`config.mk`:
```
export PLATFORM = sky130hd
export DESIGN_NAME = message_ack_retry_controller_unit
export DESIGN_NICKNAME = d
export VERILOG_FILES = /design/src/design/mack_pkg.sv /design/src/design/mack_ram.sv /design/src/design/mack_ctrl.sv /design/src/design/message_ack_retry_controller_unit.sv
export SDC_FILE = /design/constraint.sdc
export NUM_CORES = 1
export LEC_CHECK = 0
export BUFFER_PORTS_ARGS = -buffer_cell sky130_fd_sc_hd__buf_2
export CORE_ASPECT_RATIO = 0.6
export CORE_UTILIZATION = 58
export DETAILED_ROUTE_END_ITERATION = 6
export GPL_TIMING_DRIVEN = 0
export HOLD_SLACK_MARGIN = 0.06
export PLACE_DENSITY = 0.82
export SLEW_MARGIN = 20
export SYNTH_ARGS = -nofsm -noshare
export SYNTH_HDL_FRONTEND = slang
export SYNTH_SLANG_ARGS = --single-unit
```
`constraint.sdc`:
```
create_clock -name aclk -period 5 [get_ports aclk]
set_input_delay 0.25 -clock aclk [delete_from_list [all_inputs] [get_ports aclk]]
set_output_delay 0.25 -clock aclk [all_outputs]
set_load 0.02 [all_outputs]
```
`src/design/mack_pkg.sv`:
```
`timescale 1ns / 1ps
// ----------------------------------------------------------------------------
// mack_pkg: shared types and constants of the message ack/retry controller
// Item codes, event codes, register indexes, reset values and the item and
// result records passed between the control stage and the top level.
// ----------------------------------------------------------------------------
package mack_pkg;

    // Queue geometry
    localparam int QUEUE_DEPTH = 4;
    localparam int PTR_W       = (QUEUE_DEPTH > 1) ? $clog2(QUEUE_DEPTH) : 1;
    localparam int FILL_W      = $clog2(QUEUE_DEPTH + 1);
    localparam int ID_W        = 16;
    localparam int TIME_W      = 24;
    localparam int TALLY_W     = 8;
    localparam int CFG_ADDR_W  = 2;
    localparam int CFG_DATA_W  = 24;

    // Number of transmissions per message
    localparam logic [1:0] RETRY_LIMIT = 2'd2;
    localparam logic [1:0] FIRST_TRY   = 2'd1;

    // Register indexes
    localparam logic [CFG_ADDR_W-1:0] CFG_START_DELAY = 2'd0;
    localparam logic [CFG_ADDR_W-1:0] CFG_ACK_TIMEOUT = 2'd1;
    localparam logic [CFG_ADDR_W-1:0] CFG_HB_EVERY    = 2'd2;

    // Register reset values
    localparam logic [TIME_W-1:0]  START_DELAY_RST = 24'd240000;
    localparam logic [TIME_W-1:0]  ACK_TIMEOUT_RST = 24'd180000;
    localparam logic [TALLY_W-1:0] HB_EVERY_RST    = 8'd5;

    // Kind of an input item
    typedef enum logic [2:0] {
        FUNC_TICK    = 3'd0,
        FUNC_PEER    = 3'd1,
        FUNC_ACK     = 3'd2,
        FUNC_ENQUEUE = 3'd3,
        FUNC_PUBLISH = 3'd4,
        FUNC_FAULT   = 3'd5
    } func_t;

    // Delivery event of a result item
    typedef enum logic [2:0] {
        EV_NONE         = 3'd0,
        EV_SENT         = 3'd1,
        EV_RESENT       = 3'd2,
        EV_CONFIRMED    = 3'd3,
        EV_ABANDON_TWO  = 3'd4,
        EV_ABANDON_PEER = 3'd5,
        EV_QUEUED       = 3'd6,
        EV_REJECTED     = 3'd7
    } event_t;

    typedef struct packed {
        func_t           func;
        logic            peer_available;
        logic [ID_W-1:0] message_id;
        logic            link_up;
    } item_t;

    typedef struct packed {
        logic            send_heartbeat;
        logic            send_fault_notice;
        logic            send_message;
        logic [ID_W-1:0] out_message_id;
        event_t          event_res;
        logic            accepted;
        logic            peer_ready;
        logic [2:0]      queue_count;
        logic            running;
    } result_t;

endpackage

```
`src/design/mack_ram.sv`:
```
`timescale 1ns / 1ps
// ----------------------------------------------------------------------------
// mack_ram: simple dual-port synchronous RAM
// One write port, one read port with registered data (read-first).
// ----------------------------------------------------------------------------
module mack_ram #(
    parameter int DATA_W = 16,
    parameter int DEPTH  = 4,
    parameter int ADDR_W = (DEPTH > 1) ? $clog2(DEPTH) : 1
) (
    input  logic              aclk,
    input  logic              we,
    input  logic [ADDR_W-1:0] waddr,
    input  logic [DATA_W-1:0] wdata,
    input  logic [ADDR_W-1:0] raddr,
    output logic [DATA_W-1:0] rdata
);

    logic [DATA_W-1:0] mem [DEPTH];
    logic [DATA_W-1:0] rdata_reg;

    // Write port
    always_ff @(posedge aclk) begin
        if (we) begin
            mem[waddr] <= wdata;
        end
    end

    // Registered read port
    always_ff @(posedge aclk) begin
        rdata_reg <= mem[raddr];
    end

    assign rdata = rdata_reg;

endmodule

```
`src/design/mack_ctrl.sv`:
```
`timescale 1ns / 1ps
// ----------------------------------------------------------------------------
// mack_ctrl: delivery control stage
// Holds the configuration and control state, decodes one item per cycle
// while item_fire is high, keeps the message queue in RAM, forms the result.
// ----------------------------------------------------------------------------
module mack_ctrl (
    input  logic                              aclk,
    input  logic                              aresetn,
    input  logic                              cfg_we,
    input  logic [mack_pkg::CFG_ADDR_W-1:0]   cfg_addr,
    input  logic [mack_pkg::CFG_DATA_W-1:0]   cfg_wdata,
    input  logic                              item_fire,
    input  mack_pkg::item_t                   item,
    output mack_pkg::result_t                 result
);
    import mack_pkg::*;

    // Configuration
    logic [TIME_W-1:0]  start_delay_reg;
    logic [TIME_W-1:0]  ack_timeout_reg;
    logic [TALLY_W-1:0] hb_every_reg;

    // Control state
    logic               running_reg,   running_next;
    logic [TIME_W-1:0]  elapsed_reg,   elapsed_next;
    logic               peer_reg,      peer_next;
    logic [PTR_W-1:0]   head_reg,      head_next;
    logic [FILL_W-1:0]  fill_reg,      fill_next;
    logic               waiting_reg,   waiting_next;
    logic [1:0]         attempt_reg,   attempt_next;
    logic [TIME_W-1:0]  since_reg,     since_next;
    logic               ack_seen_reg,  ack_seen_next;
    logic [TALLY_W-1:0] tally_reg,     tally_next;
    logic               hb_due_reg,    hb_due_next;

    // Queue RAM access
    logic               mem_we;
    logic [PTR_W-1:0]   mem_waddr;
    logic [ID_W-1:0]    mem_rdata;
    logic               fwd_reg,       fwd_next;
    logic [ID_W-1:0]    fwd_data_reg;
    logic [ID_W-1:0]    head_id;
    logic [PTR_W-1:0]   tail_ptr;
    logic [FILL_W:0]    tail_sum;
    logic [PTR_W-1:0]   head_inc;
    logic [TIME_W-1:0]  elapsed_inc;
    logic [TIME_W-1:0]  since_inc;
    logic [TALLY_W-1:0] tally_inc;

    mack_ram #(
        .DATA_W (ID_W),
        .DEPTH  (QUEUE_DEPTH),
        .ADDR_W (PTR_W)
    ) u_queue_ram (
        .aclk  (aclk),
        .we    (mem_we),
        .waddr (mem_waddr),
        .wdata (item.message_id),
        .raddr (head_next),
        .rdata (mem_rdata)
    );

    // Head entry: take the forwarded write when it hit the address just read
    assign head_id = fwd_reg ? fwd_data_reg : mem_rdata;

    // Tail slot and wrapped head increment
    always_comb begin
        tail_sum = (FILL_W + 1)'(head_reg) + (FILL_W + 1)'(fill_reg);
        if (tail_sum >= (FILL_W + 1)'(QUEUE_DEPTH)) begin
            tail_sum = tail_sum - (FILL_W + 1)'(QUEUE_DEPTH);
        end
        tail_ptr = tail_sum[PTR_W-1:0];
        head_inc = (head_reg == PTR_W'(QUEUE_DEPTH - 1)) ? '0 : head_reg + 1'b1;
    end

    // Saturating counters
    assign elapsed_inc = (elapsed_reg == '1) ? elapsed_reg : elapsed_reg + 1'b1;
    assign since_inc   = (since_reg == '1)   ? since_reg   : since_reg + 1'b1;
    assign tally_inc   = (tally_reg == '1)   ? tally_reg   : tally_reg + 1'b1;

    // Decode the item and compute next state and result
    always_comb begin
        running_next  = running_reg;
        elapsed_next  = elapsed_reg;
        peer_next     = peer_reg;
        head_next     = head_reg;
        fill_next     = fill_reg;
        waiting_next  = waiting_reg;
        attempt_next  = attempt_reg;
        since_next    = since_reg;
        ack_seen_next = ack_seen_reg;
        tally_next    = tally_reg;
        hb_due_next   = hb_due_reg;
        mem_we        = 1'b0;
        mem_waddr     = tail_ptr;
        result        = '0;
        result.event_res = EV_NONE;

        if (item_fire) begin
            case (item.func)
                FUNC_TICK: begin
                    if (!running_reg) begin
                        // Start-up delay
                        elapsed_next = elapsed_inc;
                        if (elapsed_inc >= start_delay_reg) begin
                            running_next = 1'b1;
                        end
                    end else begin
                        if (hb_due_reg) begin
                            hb_due_next           = 1'b0;
                            result.send_heartbeat = item.link_up;
                        end
                        if (!waiting_reg) begin
                            // Launch the head message
                            if (fill_reg != '0 && peer_reg) begin
                                attempt_next          = FIRST_TRY;
                                ack_seen_next         = 1'b0;
                                since_next            = '0;
                                waiting_next          = 1'b1;
                                result.send_message   = 1'b1;
                                result.out_message_id = head_id;
                                result.event_res      = EV_SENT;
                            end
                        end else if (ack_seen_reg) begin
                            // Confirm and drop the head
                            result.out_message_id = head_id;
                            result.event_res      = EV_CONFIRMED;
                            if (fill_reg != '0) begin
                                head_next = head_inc;
                                fill_next = fill_reg - 1'b1;
                            end
                            waiting_next  = 1'b0;
                            ack_seen_next = 1'b0;
                        end else begin
                            // Ack timer
                            since_next = since_inc;
                            if (since_inc >= ack_timeout_reg) begin
                                result.out_message_id = head_id;
                                if (attempt_reg < RETRY_LIMIT && peer_reg) begin
                                    attempt_next        = RETRY_LIMIT;
                                    ack_seen_next       = 1'b0;
                                    since_next          = '0;
                                    result.send_message = 1'b1;
                                    result.event_res    = EV_RESENT;
                                end else begin
                                    result.event_res = (attempt_reg >= RETRY_LIMIT) ?
                                                       EV_ABANDON_TWO : EV_ABANDON_PEER;
                                    if (fill_reg != '0) begin
                                        head_next = head_inc;
                                        fill_next = fill_reg - 1'b1;
                                    end
                                    waiting_next = 1'b0;
                                end
                            end
                        end
                    end
                end
                FUNC_PEER: begin
                    if (running_reg) begin
                        peer_next = item.peer_available;
                    end
                end
                FUNC_ACK: begin
                    if (running_reg && waiting_reg) begin
                        ack_seen_next = 1'b1;
                    end
                end
                FUNC_ENQUEUE: begin
                    result.out_message_id = item.message_id;
                    if (fill_reg >= FILL_W'(QUEUE_DEPTH)) begin
                        result.event_res = EV_REJECTED;
                    end else begin
                        mem_we           = 1'b1;
                        fill_next        = fill_reg + 1'b1;
                        result.event_res = EV_QUEUED;
                        result.accepted  = 1'b1;
                    end
                end
                FUNC_PUBLISH: begin
                    if (running_reg) begin
                        if (tally_inc >= hb_every_reg) begin
                            hb_due_next = 1'b1;
                            tally_next  = '0;
                        end else begin
                            tally_next = tally_inc;
                        end
                    end
                end
                FUNC_FAULT: begin
                    result.send_fault_notice = running_reg & item.link_up;
                end
                default: begin
                end
            endcase
        end

        // Status after the item
        result.peer_ready  = peer_next;
        result.queue_count = 3'(fill_next);
        result.running     = running_next;

        // Forward a write that lands on the entry being read
        fwd_next = mem_we && (mem_waddr == head_next);
    end

    // Configuration registers
    always_ff @(posedge aclk) begin
        if (!aresetn) begin
            start_delay_reg <= START_DELAY_RST;
            ack_timeout_reg <= ACK_TIMEOUT_RST;
            hb_every_reg    <= HB_EVERY_RST;
        end else if (cfg_we) begin
            case (cfg_addr)
                CFG_START_DELAY: start_delay_reg <= cfg_wdata[TIME_W-1:0];
                CFG_ACK_TIMEOUT: ack_timeout_reg <= cfg_wdata[TIME_W-1:0];
                CFG_HB_EVERY:    hb_every_reg    <= cfg_wdata[TALLY_W-1:0];
                default: begin
                end
            endcase
        end
    end

    // Control state registers
    always_ff @(posedge aclk) begin
        if (!aresetn) begin
            running_reg  <= 1'b0;
            elapsed_reg  <= '0;
            peer_reg     <= 1'b0;
            head_reg     <= '0;
            fill_reg     <= '0;
            waiting_reg  <= 1'b0;
            attempt_reg  <= '0;
            since_reg    <= '0;
            ack_seen_reg <= 1'b0;
            tally_reg    <= '0;
            hb_due_reg   <= 1'b0;
            fwd_reg      <= 1'b0;
        end else begin
            running_reg  <= running_next;
            elapsed_reg  <= elapsed_next;
            peer_reg     <= peer_next;
            head_reg     <= head_next;
            fill_reg     <= fill_next;
            waiting_reg  <= waiting_next;
            attempt_reg  <= attempt_next;
            since_reg    <= since_next;
            ack_seen_reg <= ack_seen_next;
            tally_reg    <= tally_next;
            hb_due_reg   <= hb_due_next;
            fwd_reg      <= fwd_next;
        end
    end

    // Forwarded data
    always_ff @(posedge aclk) begin
        fwd_data_reg <= item.message_id;
    end

    // A message in flight always sits at the queue head
    assert property (@(posedge aclk) disable iff (!aresetn)
        waiting_reg |-> (fill_reg != '0))
        else $error("waiting for ack with an empty queue");

    // An ack is only latched for a message in flight
    assert property (@(posedge aclk) disable iff (!aresetn)
        ack_seen_reg |-> waiting_reg)
        else $error("ack recorded while idle");

    // In flight means first or second try
    assert property (@(posedge aclk) disable iff (!aresetn)
        waiting_reg |-> (attempt_reg == FIRST_TRY || attempt_reg == RETRY_LIMIT))
        else $error("bad attempt number");

    // Queue writes only go to free slots
    assert property (@(posedge aclk) disable iff (!aresetn)
        mem_we |-> (fill_reg < FILL_W'(QUEUE_DEPTH)))
        else $error("write into a full queue");

    // Once running, the block stays running until reset
    assert property (@(posedge aclk) disable iff (!aresetn)
        $past(running_reg) |-> running_reg)
        else $error("running flag dropped");

endmodule

```
`src/design/message_ack_retry_controller_unit.sv`:
```
`timescale 1ns / 1ps
// ----------------------------------------------------------------------------
// message_ack_retry_controller_unit: queued message delivery with ack/retry
// Stream front end: input stage, control stage and output register.
// ----------------------------------------------------------------------------
// Each input item gives exactly one result item. The block takes one item
// per clock while the output is not stalled. An accepted item is held in the
// input stage register; the control stage then decodes it against the
// queue head, which the queue RAM returned from a read issued in the cycle
// before, and loads the output register. The input side stays ready while
// the output register is empty or being taken, so with m_tready high the
// rate is one item per cycle. The queue RAM is not cleared after reset;
// only entries already enqueued are ever read. Configuration writes are
// taken on any cycle at which cfg_we is high and are meant for idle times.
// ----------------------------------------------------------------------------
module message_ack_retry_controller_unit (
    input  logic                              aclk,
    input  logic                              aresetn,
    // Configuration write port
    input  logic                              cfg_we,
    input  logic [mack_pkg::CFG_ADDR_W-1:0]   cfg_addr,
    input  logic [mack_pkg::CFG_DATA_W-1:0]   cfg_wdata,
    // Input items
    input  logic                              s_tvalid,
    output logic                              s_tready,
    // [0] peer_available, [16:1] message_id, [17] link_up, [23:18] zero
    input  logic [23:0]                       s_tdata,
    // [2:0] func
    input  logic [2:0]                        s_tuser,
    // Result items
    output logic                              m_tvalid,
    input  logic                              m_tready,
    // [0] send_heartbeat, [1] send_fault_notice, [2] send_message,
    // [18:3] out_message_id, [19] accepted, [20] peer_ready,
    // [23:21] queue_count, [24] running, [31:25] zero
    output logic [31:0]                       m_tdata,
    // [2:0] event_res
    output logic [2:0]                        m_tuser
);
    import mack_pkg::*;

    logic    in_valid_reg;
    item_t   in_item_reg;
    logic    out_valid_reg;
    result_t out_res_reg;
    logic    stage_fire;
    result_t stage_res;

    // Advance the control stage when the output register can take its result
    assign stage_fire = in_valid_reg && (!out_valid_reg || m_tready);
    assign s_tready   = !in_valid_reg || stage_fire;

    // Input stage valid
    always_ff @(posedge aclk) begin
        if (!aresetn) begin
            in_valid_reg <= 1'b0;
        end else if (s_tready) begin
            in_valid_reg <= s_tvalid;
        end
    end

    // Input stage payload
    always_ff @(posedge aclk) begin
        if (s_tvalid && s_tready) begin
            in_item_reg.func           <= func_t'(s_tuser);
            in_item_reg.peer_available <= s_tdata[0];
            in_item_reg.message_id     <= s_tdata[16:1];
            in_item_reg.link_up        <= s_tdata[17];
        end
    end

    mack_ctrl u_ctrl (
        .aclk      (aclk),
        .aresetn   (aresetn),
        .cfg_we    (cfg_we),
        .cfg_addr  (cfg_addr),
        .cfg_wdata (cfg_wdata),
        .item_fire (stage_fire),
        .item      (in_item_reg),
        .result    (stage_res)
    );

    // Output register valid
    always_ff @(posedge aclk) begin
        if (!aresetn) begin
            out_valid_reg <= 1'b0;
        end else if (stage_fire) begin
            out_valid_reg <= 1'b1;
        end else if (m_tready) begin
            out_valid_reg <= 1'b0;
        end
    end

    // Output register payload
    always_ff @(posedge aclk) begin
        if (stage_fire) begin
            out_res_reg <= stage_res;
        end
    end

    assign m_tvalid = out_valid_reg;
    assign m_tuser  = out_res_reg.event_res;
    assign m_tdata  = {7'd0,
                       out_res_reg.running,
                       out_res_reg.queue_count,
                       out_res_reg.peer_ready,
                       out_res_reg.accepted,
                       out_res_reg.out_message_id,
                       out_res_reg.send_message,
                       out_res_reg.send_fault_notice,
                       out_res_reg.send_heartbeat};

endmodule
```
==> flow_metrics.env <==
export IMPL_p_sw_mw=1.04
export IMPL_p_sw_frac=0.223
export IMPL_r2r_slack_ns=0.01
export IMPL_cts_root_buf="clkbuf_16"
export IMPL_cp_end_kind="flip-flop"
export IMPL_postPlaceCellArea_um2=13400
export IMPL_crit_chain="and4_4, nand4_4, or4_4, buf_4, nand4_4, nor2_4, nand4_1, xnor2_2, ha_1, nand4_1, nor4_4, o21ai_2, a31oi_4, o221ai_4, nor3_4, mux2i_4, buf_12, buf_12, mux2i_4, mux2i_1"
export IMPL_grt_pass1_wl_um=49500
export IMPL_clkPwrFrac=0.437
export IMPL_largest_reg_flops=64
export IMPL_ant_nets=0
export IMPL_yosys_area_share_xor_xnor=0.0496
export IMPL_r2r_cells=20
export IMPL_track_usage=0.289
export IMPL_wl_um=34300
export IMPL_comb_power_share=0.052
export IMPL_grt_pass1_vias=9303
export IMPL_p_int_mw=3.62
export IMPL_num_vias=10196
export IMPL_hold_path_class="in -> reg"
export IMPL_top_register="u_ctrl.u_queue_ram.mem"
export IMPL_grt_max_degree=38
export IMPL_muxShareOfSynthArea=0.0646
export IMPL_htree_levels=1
export IMPL_ys_seq_elements=271
export IMPL_wire_per_inst_um=20.0
export IMPL_initial_utilization=0.594
export IMPL_cpPeakStageDelay_ns=0.57
export IMPL_hold_slack_ns=0.117
export IMPL_yosysSeqAreaShare=0.523
export IMPL_gp_congestion=0.904
export IMPL_hold_viol_final=0
export IMPL_yosys_warnings=0
export IMPL_worst_pin_slew_ns=1.18
export IMPL_slew_violations=0
export IMPL_holdPathEnd="u_ctrl.start_delay_reg[0]$_SDFFE_PN0P_"
export IMPL_status="complete, but fails checks"
export IMPL_cts_buffer_depth=3
export IMPL_overflow=0
export IMPL_synth_compound_area_frac=0.0930
export IMPL_dieArea_um2=22200
export IMPL_worstPathArrival_ns=5.39
export IMPL_rows=41
export IMPL_viasPerCell=5.95
export IMPL_maxSlewHeadroom=0.211
export IMPL_max_cap_violations=0
export IMPL_crit_required_ns=5.40
export IMPL_synth_top_family_by_area="simple AND/OR/NAND/NOR gates"
export IMPL_die_h_um=116
export IMPL_clk_pin_slew_worst_paths_ns=0.07
export IMPL_antenna_found_initial=1
export IMPL_cellLeakagePower_nw=6.23
export IMPL_synth_edf_count=113
export IMPL_peakVddDrop_mv=0.272
export IMPL_worstSkewPairLatency_ns=0.54
export IMPL_fin_util=0.716
export IMPL_min_period_over_period=0.997
export IMPL_min_path_cells=4
export IMPL_synth_cell_types=64
export IMPL_synthCells=1228
export IMPL_area_growth_pct=20.4
export IMPL_crit_slowest_cell="or4_4"
export IMPL_r2r_start="u_ctrl.since_reg[6]$_SDFFE_PN0P_"
export IMPL_critPathKind="reg -> reg"
export IMPL_worstReg2RegEnd="u_ctrl.u_queue_ram.rdata[5]$_DFF_P_"
export IMPL_synth_area_um2=12500
export IMPL_firstDrtPassIters=7
export IMPL_synth_fa_ha_area_frac=0.0659
export IMPL_power_density_nw_per_um2=309
export IMPL_drc=14
export IMPL_synthSimpleGateAreaFrac=0.161
export IMPL_dp_hpwl_um=21500
export IMPL_violations="DRC"
export IMPL_avgSynthCellArea_um2=10.2
export IMPL_fin_area_um2=15100
export IMPL_io_buffers=81
export IMPL_power_total_mw=4.66
export IMPL_core_area_um2=21100
export IMPL_fp_dieW_um=192
export IMPL_power_frac_seq=0.512
export IMPL_critPathMaxFanout=8
export IMPL_timing_fmax_ghz=0.201
export IMPL_min_from="cfg_addr[0]"
export IMPL_finalSetupViolCount=0
export IMPL_drtIter0Drc=1272
export IMPL_critPathLaunchType="flip-flop"
export IMPL_nets=1541
export IMPL_finalSetupTns_ns=0
export IMPL_period_minus_slack_ns=4.99
export IMPL_drive_gt1_frac=0.148
export IMPL_io_pins=95
export IMPL_clock_sinks=271
export IMPL_numCtsBuffers=25
export IMPL_crit_path_start="u_ctrl.since_reg[6]$_SDFFE_PN0P_"
export IMPL_cts_tree="yes"
export IMPL_synth_ff_type="dfxtp_1"
export IMPL_final_setup_skew_ns=0.0196
export IMPL_synthArstFlopShare=0
==> cells by family after synthesis <==
logic type               count (synthesis)
AND/OR/NAND/NOR                        419
flip-flops                             271
AO/OA/AOI/OAI                          192
buffers and inverters                  129
multiplexers                            79
XOR/XNOR                                71
adder cells (fa/ha/maj)                 66
other                                    1
==> worst max path at each step <==
stage	to	slack [ns]	cells past startpoint
2_1_floorplan	u_ctrl.u_queue_ram.rdata[10]$_DFF_P_	0.59	20
3_3_place_gp	u_ctrl.u_queue_ram.rdata[5]$_DFF_P_	-0.42	20
3_5_place_dp	u_ctrl.u_queue_ram.rdata[10]$_DFF_P_	-0.52	18
4_1_cts	u_ctrl.u_queue_ram.rdata[10]$_DFF_P_	-0.03	20
5_1_grt	u_ctrl.u_queue_ram.rdata[5]$_DFF_P_	-0.08	20
6_report	u_ctrl.u_queue_ram.rdata[5]$_DFF_P_	0.01	20
==> worst max-delay path: cells and delay by family, from the launching register on <==
kind	cells	cell delay, ns
XOR/XNOR	1	0.10
multiplexers	3	0.67
buffers and inverters	3	0.50
adder cells (fa/ha/maj)	1	0.32
AND/OR/NAND/NOR	9	2.22
flip-flops	1	0.43
AO/OA/AOI/OAI	3	0.59
==> layout make-up <==
type | count | area [um2]
Sequential cell | 271 | 6560
Antenna cell | 1 | 2.50
Clock buffer | 36 | 732
Timing Repair Buffer | 156 | 1120
Multi-Input combinational cell | 834 | 5610
Fill cell | 1388 | 5990
Inverter | 67 | 253
Buffer | 62 | 329
Tap cell | 279 | 349
Clock inverter | 9 | 133
==> power by group through the flow <==
| stage | combinational [mW] | sequential (mW) | clock [mW] |
|---|---|---|---|
| after global placement | 0.189 | 2.43 | 0 |
| final | 0.241 | 2.38 | 2.03 |
| after CTS | 0.225 | 2.38 | 2.02 |
| after detailed placement | 0.195 | 2.43 | 0 |
| after floorplan | 0.101 | 2.44 | 0 |
| after global routing | 0.256 | 2.39 | 2.13 |
==> repair_timing <==
| item | in CTS | in global routing |
|---|---|---|
| resized for setup | 11 | 33 |
| pin swaps | 2 | 9 |
| buffers inserted | 1 | 18 |
| hold buffers | 47 | 0 |
| endpoints found under the setup margin | 27 | 55 |
| hold endpoints to repair | 77 | 0 |
| cloned | 0 | 2 |
==> cell usage in the layout (no fill, tap or decap), types with 29 or more instances in the layout <==
| cell | synthesis | final |
|---|---|---|
| a21oi_1 | 80 | 80 |
| buf_2 | 10 | 91 |
| buf_4 | 8 | 29 |
| clkbuf_1 | 43 | 45 |
| dfxtp_1 | 158 | 154 |
| dlygate4sd3_1 | 0 | 47 |
| edfxtp_1 | 113 | 113 |
| ha_1 | 66 | 66 |
| inv_1 | 65 | 65 |
| mux2i_1 | 73 | 67 |
| nand2_1 | 163 | 163 |
| nand3_1 | 34 | 33 |
| nor2_1 | 88 | 87 |
| nor3_1 | 32 | 32 |
| o21ai_0 | 38 | 38 |
| xnor2_1 | 47 | 46 |
==> cells in the mapped netlist (34+ instances only) <==
cell type | instances | area (um2)
edfxtp_1 | 113 | 3390
inv_1 | 65 | 244
dfxtp_1 | 158 | 3160
o21ai_0 | 38 | 190
nand2_1 | 163 | 612
nand3_1 | 34 | 170
clkbuf_1 | 43 | 161
xnor2_1 | 47 | 412
ha_1 | 66 | 826
mux2i_1 | 73 | 731
nor2_1 | 88 | 330
a21oi_1 | 80 | 400
==> layer usage <==
layer	global-route usage	wire length, um
met4	0.105	1450
met1	0.420	14500
met3	0.0551	3510
met2	0.429	14800
met5	0	0
==> metrics by stage <==
step                setup WS, ns  std cells
finish                    0.0140       1715
global route             -0.0843       1715
CTS                      -0.0316       1694
detailed placement        -0.523       1601
global placement          -0.418       1594
floorplan                  0.588       1234
Note: power is estimated with default switching activity, not from simulation.
